===== config.mk =====
export PLATFORM = sky130hd
export DESIGN_NAME = vrb_ctrl
export DESIGN_NICKNAME = d
export VERILOG_FILES = /design/src/hdl/vrb_pkg.sv /design/src/hdl/vrb_ctrl.sv
export VERILOG_INCLUDE_DIRS = /design/src /design/src/hdl
export SDC_FILE = /design/constraint.sdc
export NUM_CORES = 1
export LEC_CHECK = 0
export BUFFER_PORTS_ARGS = -buffer_cell sky130_fd_sc_hd__clkbuf_2
export CAP_MARGIN = 20
export CELL_PAD_IN_SITES_DETAIL_PLACEMENT = 1
export CELL_PAD_IN_SITES_GLOBAL_PLACEMENT = 2
export CORE_MARGIN = 2
export CORE_UTILIZATION = 25
export CTS_BUF_LIST = sky130_fd_sc_hd__clkbuf_8
export DETAILED_ROUTE_END_ITERATION = 12
export PLACE_DENSITY_LB_ADDON = 0.1
export SETUP_SLACK_MARGIN = 0.2
export SYNTH_ARGS = -nofsm -noshare
export SYNTH_HDL_FRONTEND = slang
export SYNTH_SLANG_ARGS = --single-unit

===== constraint.sdc =====
create_clock -name clk -period 4.5 [get_ports clk]
set_input_delay 0.675 -clock clk [delete_from_list [all_inputs] [get_ports clk]]
set_output_delay 0.675 -clock clk [all_outputs]
set_load 0.02 [all_outputs]

===== src/hdl/variable_record_ring_buffer_assert.svh =====
// Assertion macros shared by the ring buffer RTL.
// Needs a clk and an arst_n in the scope of each use.
`ifndef VARIABLE_RECORD_RING_BUFFER_ASSERT_SVH
`define VARIABLE_RECORD_RING_BUFFER_ASSERT_SVH
`ifndef NO_ASSERTIONS
`define VRB_ASSERT(lbl, prop, msg) \
	lbl: assert property (@(posedge clk) disable iff (!arst_n) prop) else $error(msg);
`define VRB_ASSERT_NEXT(lbl, ante, cons, msg) \
	lbl: assert property (@(posedge clk) disable iff (!arst_n) (ante) |=> (cons)) else $error(msg);
`else
`define VRB_ASSERT(lbl, prop, msg)
`define VRB_ASSERT_NEXT(lbl, ante, cons, msg)
`endif
`endif


===== src/hdl/vrb_pkg.sv =====
// Types, codes and helpers for the variable record ring buffer.
// No dependencies; used by vrb_datapath, vrb_ctrl and the top level.
package vrb_pkg;

	localparam int RING_WORDS_DEF = 256;
	localparam logic [15:0] TIMEOUT_RST = 16'd1000;

	localparam logic [1:0] OP_START = 2'd0;
	localparam logic [1:0] OP_PAYLOAD = 2'd1;
	localparam logic [1:0] OP_POP = 2'd2;
	localparam logic [1:0] OP_TICK = 2'd3;

	localparam logic [1:0] HS_FREE = 2'd0;
	localparam logic [1:0] HS_CLAIMED = 2'd1;
	localparam logic [1:0] HS_COMMITTED = 2'd2;

	typedef enum logic [2:0] {
		ST_ACCEPTED = 3'd0,
		ST_TOO_LARGE = 3'd1,
		ST_FULL = 3'd2,
		ST_DATA = 3'd3,
		ST_EMPTY = 3'd4,
		ST_BUSY = 3'd5,
		ST_STRAY = 3'd6
	} vrb_status_e;

	typedef enum logic [3:0] {
		S_IDLE, S_START, S_PAY, S_COMMIT, S_POP, S_EVAL, S_REC0, S_BUSY, S_DRD, S_DOUT
	} vrb_state_e;

	typedef struct packed {
		logic [1:0] cmd;
		logic [8:0] record_bytes;
		logic [63:0] data;
	} in_item_t;

	typedef struct packed {
		logic [2:0] status;
		logic [63:0] data_out;
		logic [8:0] payload_bytes;
		logic [31:0] sequence_res;
		logic last;
		logic [31:0] dropped_count;
		logic [31:0] poisoned_count;
	} out_item_t;

	typedef struct packed {
		logic cap_in;
		logic close_open;
		logic start_pad;
		logic start_claim;
		logic pay_wr;
		logic pay_commit;
		logic pop_rd;
		logic pop_clear;
		logic pop_adv_rec;
		logic pop_adv_one;
		logic pop_load;
		logic poison;
		logic data_rd;
		logic data_next;
		logic emit;
		vrb_status_e emit_status;
		logic emit_data;
		logic emit_last;
		logic drop_inc;
	} vrb_cmd_t;

	typedef struct packed {
		logic [1:0] in_op;
		logic oversize;
		logic nofit;
		logic needs_pad;
		logic open;
		logic pay_last;
		logic used_zero;
		logic [1:0] hdr_state;
		logic hdr_pad;
		logic expired;
		logic n_zero;
		logic data_last;
		logic out_free;
	} vrb_sts_t;

	function automatic logic [63:0] make_header(logic [1:0] st, logic pad, logic [8:0] bytes,
			logic [8:0] stride, logic [31:0] seq);
		make_header = {seq, 3'b0, stride, 3'b0, bytes, 5'b0, pad, st};
	endfunction

	// keep only the valid bytes of a record's final word
	function automatic logic [63:0] tail_mask(logic [2:0] nb);
		logic [63:0] m;
		m = '1;
		if (nb != 3'd0)
			m = ~(64'hFFFF_FFFF_FFFF_FFFF << {nb, 3'b000});
		tail_mask = m;
	endfunction

endpackage


===== src/hdl/vrb_ctrl.sv =====
// Controller state machine: sequences start, payload, pop and tick transactions.
// Depends on vrb_pkg and the assertion macro header; commands vrb_datapath.
`include "variable_record_ring_buffer_assert.svh"
module vrb_ctrl import vrb_pkg::*; (
	input logic clk,
	input logic arst_n,
	input logic in_valid,
	output logic in_ready,
	input vrb_sts_t sts,
	output vrb_cmd_t cmd
);

	vrb_state_e state_q, state_d;

	always_ff @(posedge clk or negedge arst_n) begin
		if (!arst_n)
			state_q <= S_IDLE;
		else
			state_q <= state_d;
	end

	always_comb begin
		state_d = state_q;
		cmd = '0;
		cmd.emit_status = ST_ACCEPTED;
		cmd.emit_last = 1'b1;
		in_ready = (state_q == S_IDLE);
		unique case (state_q)
			S_IDLE: begin
				if (in_valid) begin
					cmd.cap_in = 1'b1;
					unique case (sts.in_op)
						OP_START: state_d = S_START;
						OP_PAYLOAD: state_d = S_PAY;
						OP_POP: state_d = S_POP;
						default: state_d = S_IDLE;
					endcase
				end
			end
			S_START: begin
				if (sts.oversize || sts.nofit) begin
					if (sts.out_free) begin
						cmd.close_open = 1'b1;
						cmd.drop_inc = 1'b1;
						cmd.emit = 1'b1;
						cmd.emit_status = sts.oversize ? ST_TOO_LARGE : ST_FULL;
						state_d = S_IDLE;
					end
				end else if (sts.needs_pad) begin
					cmd.close_open = 1'b1;
					cmd.start_pad = 1'b1;
				end else if (sts.out_free) begin
					cmd.start_claim = 1'b1;
					cmd.emit = 1'b1;
					state_d = S_IDLE;
				end
			end
			S_PAY: begin
				if (sts.out_free) begin
					if (!sts.open) begin
						cmd.emit = 1'b1;
						cmd.emit_status = ST_STRAY;
						state_d = S_IDLE;
					end else begin
						cmd.pay_wr = 1'b1;
						if (sts.pay_last) begin
							state_d = S_COMMIT;
						end else begin
							cmd.emit = 1'b1;
							state_d = S_IDLE;
						end
					end
				end
			end
			S_COMMIT: begin
				if (sts.out_free) begin
					cmd.pay_commit = 1'b1;
					cmd.emit = 1'b1;
					state_d = S_IDLE;
				end
			end
			S_POP: begin
				if (sts.used_zero) begin
					if (sts.out_free) begin
						cmd.emit = 1'b1;
						cmd.emit_status = ST_EMPTY;
						state_d = S_IDLE;
					end
				end else begin
					cmd.pop_rd = 1'b1;
					state_d = S_EVAL;
				end
			end
			S_EVAL: begin
				case (sts.hdr_state)
					HS_COMMITTED: begin
						cmd.pop_clear = 1'b1;
						cmd.pop_adv_rec = 1'b1;
						if (sts.hdr_pad) begin
							state_d = S_POP;
						end else begin
							cmd.pop_load = 1'b1;
							state_d = sts.n_zero ? S_REC0 : S_DRD;
						end
					end
					HS_CLAIMED: begin
						if (sts.expired) begin
							cmd.pop_clear = 1'b1;
							cmd.pop_adv_rec = 1'b1;
							cmd.poison = 1'b1;
							state_d = S_POP;
						end else begin
							state_d = S_BUSY;
						end
					end
					default: begin
						cmd.pop_adv_one = 1'b1;
						state_d = S_POP;
					end
				endcase
			end
			S_REC0: begin
				if (sts.out_free) begin
					cmd.emit = 1'b1;
					cmd.emit_status = ST_DATA;
					state_d = S_IDLE;
				end
			end
			S_BUSY: begin
				if (sts.out_free) begin
					cmd.emit = 1'b1;
					cmd.emit_status = ST_BUSY;
					state_d = S_IDLE;
				end
			end
			S_DRD: begin
				cmd.data_rd = 1'b1;
				state_d = S_DOUT;
			end
			S_DOUT: begin
				if (sts.out_free) begin
					cmd.emit = 1'b1;
					cmd.emit_status = ST_DATA;
					cmd.emit_data = 1'b1;
					cmd.emit_last = sts.data_last;
					cmd.data_next = 1'b1;
					state_d = sts.data_last ? S_IDLE : S_DRD;
				end
			end
			default: state_d = S_IDLE;
		endcase
	end

	`VRB_ASSERT(a_emit_slot, (cmd.emit |-> sts.out_free), "result issued while output register full")
	`VRB_ASSERT_NEXT(a_accept_leaves_idle, (cmd.cap_in && sts.in_op != OP_TICK), (state_q != S_IDLE), "transaction dropped after accept")

endmodule


==> results by stage, run 1 <==
Power and ir drop:
- Of the total power, registers draw 23.1%.
- The power density of the placed cells is 441 nW/um^2.
- Of the total power, the clock network draws 17.4%.
- Internal power comes to 207 uW.
- The switching share of power is 52.1%.
- IR analysis of the VDD net gives a maximum drop of 0.125 mV.
- The combinational fraction of design power is 59.5%.
- The net switching power is 224 uW.
- The analysis attributes to cell leakage a power of 0.481 nW.

Clock tree:
- The clock buffer count from CTS is 3.
- The longest clock path from root to sink contains 2 buffers.
- The later pin in the worst-skew pair is clocked with a latency of 220 ps.
- The number of resized instances in the post-cts repair step is 0.
- Clock-pin slew was measured on the worst setup and hold paths at 30 ps.
- The clock tree root buffer cell is sky130_fd_sc_hd__clkbuf_8.
- The cts-stage hold buffer count is 0.
- The number of sinks handled by clock tree synthesis is 4.
- TritonCTS built the clock tree.
- The H-tree depth is 1.
- The post-CTS setup buffer count is 0.

Global routing:
- The initial antenna violation count is 0.
- The via count of the first global-routing pass is 863.
- The total routing resource utilization after global routing is 14.4%.
- The first global-routing pass estimated 3860 um of wire.
- For this run the aggregate overflow at the end of global routing stands at 0.
- Entering global routing, the biggest net connects 18 pins.

Yosys:
- The average instance in the mapped netlist occupies 6.85 sq um.
- Counting flops and latches in the post-synthesis netlist gives 4.
- The top flip-flop cell by instance count after synthesis is sky130_fd_sc_hd__dfrtp_1.
- The number of distinct standard cells referenced by the synthesized netlist is 39.
- The share of flip-flops with an asynchronous set or reset after synthesis is 100%.
- The number of standard cells after synthesis is 110.
- The number of nets handed over by synthesis was 131.
- Counting flops with a built-in enable in the synthesized netlist gives 0.
- The synthesis warning total is 0.
- The part of the Yosys area used for sequential elements is 13.3%.
- After synthesis the cells add up to 753 sq um.

Worst setup path:
- The startpoint type of the worst setup path is a register.
- Data on the critical path is required at its endpoint by 3830 ps.
- The reg2reg setup slack is 2720 ps.
- The startpoint identified for the worst register-to-register timing path is state_q[2].
- The highest fanout seen on the critical path is 16.
- The worst setup path is captured at a primary output.
- The category of the most critical setup path is reg2out.
- For the worst setup path, the data arrival time is 1950 ps.
- The number of cells traversed by the worst register-to-register path is 5.
- The critical path's slowest cell is sky130_fd_sc_hd__dfrtp_1.
- The signal on the critical path passes through nor2_2, and3_1, nand3_1, a21oi_1, clkbuf_2.
- The biggest cell delay along the critical path is 570 ps.
- The worst register-to-register path ends at state_q[0].

Place:
- OpenSTA, run right after detailed placement, puts the worst setup slack at 2020 ps.
- Summing all placed instances gives a cell area of 937 sq um.
- Buffers placed on the I/O ports in this run total 39.
- The global placer's final weighted congestion is 0.700.
- The placed wire-length estimate is 1860 um.

Timing:
- The clock arrives with 4.11 ps of skew.
- Dividing the final minimum period by the clock period gives 58.4%.
- The worst slew margin relative to its limit is 60.4%.
- Setup repair after global routing left no endpoint under its margin.
- The max-slew violation count was 0.
- The time the worst path needs with I/O delays and setup is 2630 ps.
- Setup violations remaining at the end of the flow were counted as 0.
- The accumulated negative setup slack is 0 ps.
- The actual slew at the worst max-slew pin is 594 ps.
- The number of failing hold endpoints at the final stage was 0.
- The worst setup slack after layout is 1870 ps.
- Timing would allow up to 0.381 GHz.

Finish:
- The largest registers in the layout are state_q x4.
- After filler insertion, the fill cell instance count of the layout stands at 375.
- In the final layout, the multi-input gates occupy 577 sq um.
- The register with the highest flop count is state_q.
- In the final layout, the share of cells above drive strength 1 is 34.7%.
- The share of the core filled with cells is 34.9%.
- The area growth from synthesis to layout is 29.9%.
- The count of nets after finishing is 167.
- The register area is 100 sq um.
- The diode insertion count for antenna repair is 0.
- The final cell area excluding filler cells is 978 sq um.
- The number of flip-flops under the largest register name is 4.

Floorplan:
- For this configuration, the core starts out at a cell density of 26.9%.
- The top-level I/O count is 40.
- The area of the core is 2810 sq um.
- The full die area is 3470 sq um.
- From left edge to right edge, the die measures 58.9 um.
- Measured along the y axis, the die boundary spans 58.9 um.
- The cell row count is 19.

Job:
- Across the run, the number of max-cap violations was 0.

Drt:
- Using the TritonRoute via totals, the vias-per-cell ratio works out to 5.17.
- After detailed routing, the number of remaining DRC violations is 2.
- Summing over every cut layer, the via total after detailed routing is 905.
- The sum of routed wire length over all layers is 2350 um.
- The final routed wire length divided by cell count is 13.4 um.
- The first routing iteration left 24 violations.
- The number of detailed-route iterations in the first pass is 10.
- The remaining number of nets flagged by the antenna check after routing is 0.

Run status:
- The run finished, with violations left.
- The final reports fail on design-rule violations.

Hold path:
- The worst hold-check path type is in2async.
cells in the mapped netlist, types with 3 or more instances:
cell type | n | share of area [%]
sky130_fd_sc_hd__inv_1 | 7 | 3.5
sky130_fd_sc_hd__nand2_1 | 8 | 4.0
sky130_fd_sc_hd__nand3_1 | 3 | 2.0
sky130_fd_sc_hd__dfrtp_1 | 4 | 13
sky130_fd_sc_hd__a32oi_1 | 3 | 3.5
sky130_fd_sc_hd__nor3_1 | 4 | 2.7
sky130_fd_sc_hd__nor2b_1 | 8 | 6.6
sky130_fd_sc_hd__nand2b_1 | 9 | 7.5
sky130_fd_sc_hd__o21ai_0 | 4 | 2.7
sky130_fd_sc_hd__a21oi_1 | 6 | 4.0
sky130_fd_sc_hd__o21ai_1 | 3 | 2.0
sky130_fd_sc_hd__buf_2 | 4 | 2.7
sky130_fd_sc_hd__ha_1 | 3 | 5.0
sky130_fd_sc_hd__nor2_1 | 12 | 6.0
power by group through the flow:
stage          sequential, mW  clock, mW  combinational [mW]
2_1_floorplan          0.0577          0               0.225
3_3_place_gp           0.0991          0               0.259
3_5_place_dp            0.100          0               0.260
4_1_cts                0.0995     0.0772               0.260
5_1_grt                 0.106     0.0807               0.288
6_report               0.0995     0.0752               0.256
per-stage QoR:
| stage | cells | power [mW] | hold WS, ps |
|---|---|---|---|
| 6_report | 175 | 0.431 | 253 |
| 5_1_grt | 175 | 0.475 | 255 |
| 3_5_place_dp | 172 | 0.360 | 486 |
| 2_1_floorplan | 110 | 0.283 | 379 |
| 3_3_place_gp | 172 | 0.358 | 480 |
| 4_1_cts | 175 | 0.437 | 253 |
routing by layer:
metal	global-route usage [%]	vias to the layer above	share of wire [%]	wire (um)
li1	-	456	-	-
met1	18.4	415	45	1050
met2	24.3	31	48	1140
met3	1.98	3	6.0	141
met4	5.84	0	1.1	25
met5	0	-	0	0
how the worst max path moves through the flow:
| stage | start | to | cells after the start |
|---|---|---|---|
| after detailed placement | sts[12] | cmd[6] | 7 |
| final | state_q[3] | cmd[12] | 5 |
| after floorplan | sts[12] | cmd[19] | 3 |
| after global placement | sts[12] | cmd[6] | 7 |
| after global routing | state_q[3] | cmd[12] | 5 |
| after CTS | state_q[3] | cmd[12] | 5 |
final cells by class:
class,count,area share [%]
Inverter,7,2.69
Clock buffer,3,4.22
Sequential cell,4,10.2
Timing Repair Buffer,39,19.9
Tap cell,31,3.96
Multi-Input combinational cell,91,59.0
kinds of logic after synthesis:
family	after synthesis	share of synthesized area (%)
compound gates	28	25.4
buf+inv	15	10.1
fa+ha+maj	3	4.98
mux	1	2.99
simple gates	59	43.2
flops	4	13.3
cell usage in the layout (no fill, tap or decap), drive strengths merged, types with 2 or more instances in the layout:
cell / instances
clkbuf: 42
nor2: 14
nand2b: 9
nand2: 8
nor2b: 8
o21ai: 8
inv: 7
a21oi: 7
nor3: 4
dfrtp: 4
nand3: 3
a32oi: 3
ha: 3
nor4: 3
o31ai: 3
and3: 2
or3: 2
o32ai: 2
worst max-delay path, delay by kind of cell, from the launching register on:
kind	cells	cell delay, ps
and+or+nand+nor	3	770
DFF	1	570
buffers and inverters	1	190
AOI/OAI and AO/OA	1	190
No activity file was read; power rests on OpenSTA's default activity.
==> inputs of run 2 (changes only) <==
- ABC_AREA: not set -> 1
- CORE_UTILIZATION: 25 -> 21
- clock period: 4.5 -> 2.65 ns (I/O delays scaled with it)
==> run 2 against run 1 <==
  * The flow now finishes without violations
  * Count of clock-buffer cells in the layout unchanged
  * Worst setup slack got worse by 1300 ps
  * Clock skew shrank 3.7 ps
  * Die area increased by 21%
  * Via count rose by 9.7%
  * Critical path type unchanged
  * Critical endpoint is now cmd[13]
  * Highest routed layer unchanged
==> results by stage, run 2 <==
Finish:
- The final cell area excluding filler cells is 1050 sq um.
- The final standard cell count with taps included and fillers excluded is 230.
- After filler insertion, the fill cell instance count of the layout stands at 505.
- Leaving out fill and tap cells, the most frequent cell in the layout is sky130_fd_sc_hd__clkbuf_2.
- The share of the core filled with cells is 29.1%.
- The area added between synthesis and finish is 35.2%.
- The register with the most flip-flops in the final layout is state_q.
- The diode insertion count for antenna repair is 0.
- The largest registers in the layout are state_q x4.
- The fraction of final layout cells with drive strength greater than 1 is 33.0%.
- The count of nets after finishing is 205.
- In the layout the commonest cells are sky130_fd_sc_hd__clkbuf_2 (39), sky130_fd_sc_hd__nand2_1 (38), sky130_fd_sc_hd__nor2_1 (24), sky130_fd_sc_hd__inv_1 (22), sky130_fd_sc_hd__nand3_1 (15).
- The number of flip-flops under the largest register name is 4.

Timing:
- Subtracting the final worst setup slack from the clock period gives 2100 ps.
- The final setup skew is 0.407 ps.
- The worst setup slack after layout is 551 ps.
- After layout, the worst path uses 79.2% of the clock period.
- The actual slew at the worst max-slew pin is 371 ps.
- The final worst hold slack is 524 ps.
- The number of failing hold endpoints at the final stage is 0.
- The max-slew violation count was 0.
- Based on the critical path, the design can be clocked at up to 0.476 GHz.
- Setup violations remaining at the end of the flow were counted as 0.
- Setup repair after global routing left no endpoint under its margin.
- After routing, the total negative slack on setup checks comes to 0 ps.
- Measured against its own limit, the worst slew margin works out to 75.3%.

Floorplan:
- The initial utilization of the core area, before any placement, comes to 21.5%.
- The cell row count is 22.
- The die width is 64.8 um.
- Pin placement for this block handled 40 I/O pins.
- From bottom edge to top edge, the die measures 64.8 um.
- The area of the core is 3610 sq um.
- The full die area is 4200 sq um.

Drt:
- In this run the remaining antenna-violating nets after routing total 0.
- The total DRC errors in the routed layout is 0.
- The via count is 993.
- After detailed routing, the number of vias per cell comes to 4.32.
- The number of DRC markers after the initial detailed-route iteration is 32.
- The first TritonRoute pass finished after 4 iterations.
- The final routed wire length divided by cell count is 11.1 um.
- The final layout contains routed wiring with a total length of 2550 um.

Worst setup path:
- The reg-to-reg critical path endpoint is state_q[0].
- The endpoint arrival time on the critical path is 1700 ps.
- The slowest stage of the critical path is the sky130_fd_sc_hd__dfrtp_1 cell.
- The reg-to-reg startpoint is state_q[1].
- The worst setup path is captured at a primary output.
- The critical path is of the reg2out type.
- The worst setup path is launched from a register.
- The highest fanout seen on the critical path is 8.
- Setup slack on the worst reg-to-reg path comes out at 1210 ps.
- The number of cells traversed by the worst register-to-register path is 9.
- The critical path goes through inv_2, nand2_1, nor2_1, inv_1, a211oi_1, clkbuf_2.
- The data required time of the worst path is 2250 ps.
- For this run, the slowest stage of the critical path takes 500 ps.

Place:
- During placement, the flow inserted port buffers numbering 39.
- At the placement stage, the worst setup path has a slack of 750 ps.
- In this run the cell area measured after placement is 997 sq um.
- After detailed placement, the design holds a cell count of 226.
- After legalization and detailed placement, the total HPWL measured 2220 um.
- The global placer's final weighted congestion is 0.797.

Yosys:
- The number of enable flip-flop cells after synthesis is 0.
- Synthesis handed over a netlist of 143 instances.
- The area share of the largest cell type after synthesis is 18.4%.
- The net count after synthesis is 164.
- The library cell with the highest instance count after synthesis is sky130_fd_sc_hd__nand2_1.
- The cell type contributing the most total cell area after synthesis is sky130_fd_sc_hd__nand2_1.
- The number of distinct standard cells referenced by the synthesized netlist is 25.
- The synthesis warning total is 0.
- After synthesis the cells add up to 776 sq um.
- The average instance area after synthesis is 5.42 sq um.
- By count the netlist is led by sky130_fd_sc_hd__nand2_1 (38), sky130_fd_sc_hd__nor2_1 (24), sky130_fd_sc_hd__inv_1 (22).
- The part of the Yosys area used for sequential elements is 12.9%.
- After synthesis, the share of flip-flops with an asynchronous set or reset is 100%.
- Yosys attributes the largest share of cell area to sky130_fd_sc_hd__nand2_1 (18%), sky130_fd_sc_hd__dfrtp_1 (13%), sky130_fd_sc_hd__nor2_1 (12%), sky130_fd_sc_hd__inv_1 (11%), sky130_fd_sc_hd__nand3_1 (9.7%).
- Synthesis inferred 4 register bits.
- The top flip-flop cell by instance count after synthesis is sky130_fd_sc_hd__dfrtp_1.

Hold path:
- The worst hold path belongs to the class in2async.

Clock tree:
- Once the clock tree was built, the resizer swapped 0 gates to a different size.
- The clock buffer count from CTS is 3.
- Clock-pin slew was measured on the worst setup and hold paths at 30 ps.
- For the worst-skew pair, the clock arrives at the later sink with an insertion delay of 220 ps.
- The post-CTS setup buffer count is 0.
- The clock tree root buffer cell is sky130_fd_sc_hd__clkbuf_8.
- No sink is reached through more buffers than the 2 on the longest clock path.
- The cts-stage hold buffer count is 1.
- In this run the number of H-tree levels came out at 1.
- TritonCTS built the clock tree.
- The number of sinks handled by clock tree synthesis is 4.

Job:
- Across the run, the number of max-cap violations was 0.

Global routing:
- For this run, global-route usage on met1 was measured as 16.8%.
- The met2 routing resource usage after global routing is 22.4%.
- The initial antenna violation count is 0.
- The pin count of the biggest net entering global routing is 11.
- The via count of the first global-routing pass is 1038.
- The first global-routing pass estimated 4390 um of wire.
- The met3 usage is 2.26%.
- The highest-utilization routing layer at the global route stage is met2.
- Global routing used 13.3% of the available tracks across all layers.
- Summed over all layers, the global routing overflow is 0.

Power and ir drop:
- Across the VDD grid, the largest voltage drop is 0.215 mV.
- For this design the static power due to leakage is 0.665 nW.
- The power density of the placed cells is 761 nW/um^2.
- The completed layout was analyzed and its total power is 798 uW.

Run status:
- The flow ran to the end, and the final reports show no timing, DRC or antenna violations.
[run 2: cell count changes in the layout (fill, tap and decap cells not counted), moves of 3 or more]
| cell | previous run | this run |
|---|---|---|
| sky130_fd_sc_hd__nor2_4 | 0 | 3 |
| sky130_fd_sc_hd__nand2b_1 | 9 | 0 |
| sky130_fd_sc_hd__nor2b_1 | 8 | 0 |
| sky130_fd_sc_hd__a21oi_1 | 6 | 2 |
| sky130_fd_sc_hd__inv_2 | 0 | 5 |
| sky130_fd_sc_hd__inv_1 | 7 | 22 |
| sky130_fd_sc_hd__nand2_2 | 0 | 4 |
| sky130_fd_sc_hd__nand3_1 | 3 | 15 |
| sky130_fd_sc_hd__nor2_1 | 12 | 24 |
| sky130_fd_sc_hd__a32oi_1 | 3 | 0 |
| sky130_fd_sc_hd__nand2_1 | 8 | 38 |
[run 2: routing by layer]
layer	share of wire, %	vias to the layer above
li1	-	517
met1	47	441
met2	46	32
met3	6.1	3
met4	0.78	0
met5	0	-
[run 2: kinds of logic (layout without fill, tap and decap cells)]
logic type	count (synthesis)	after routing	share of synthesized area, %
fa+ha+maj	3	3	4.84
buf+inv	31	70	17.4
flops	4	4	12.9
compound gates	8	8	5.64
simple gates	97	97	59.2
[run 2: power by group]
part           total [mW]  switching [mW]  leakage, nW  internal, mW
clock               0.128          0.0314       0.0216        0.0968
combinational       0.534           0.363        0.590         0.171
sequential          0.136          0.0539       0.0537        0.0825
total               0.798           0.448        0.665         0.350
[run 2: worst max-delay path by stage]
stage | startpoint | end | slack [ps] | cells after the start
after CTS | state_q[1] | cmd[13] | 510 | 6
final | state_q[1] | cmd[13] | 550 | 6
after detailed placement | state_q[1] | cmd[13] | 750 | 6
after global routing | state_q[1] | cmd[13] | 360 | 6
after global placement | state_q[0] | cmd[3] | 830 | 7
after floorplan | state_q[1] | cmd[13] | 550 | 7
[run 2: worst max-delay path: cells and delay by family, from the launching register on]
family	cells	cell delay [ps]
flops	1	500
compound gates	1	240
simple gates	2	290
buf+inv	3	460
[run 2: final cells by class]
| cell class | count | area (sq um) | area share (%) |
|---|---|---|---|
| inverter | 27 | 101 | 9.67 |
| timing repair buffer | 40 | 205 | 19.6 |
| sequential | 4 | 100 | 9.55 |
| multi-input combinational | 108 | 541 | 51.6 |
| clock buffer | 3 | 41.3 | 3.94 |
| tap | 48 | 60.1 | 5.73 |
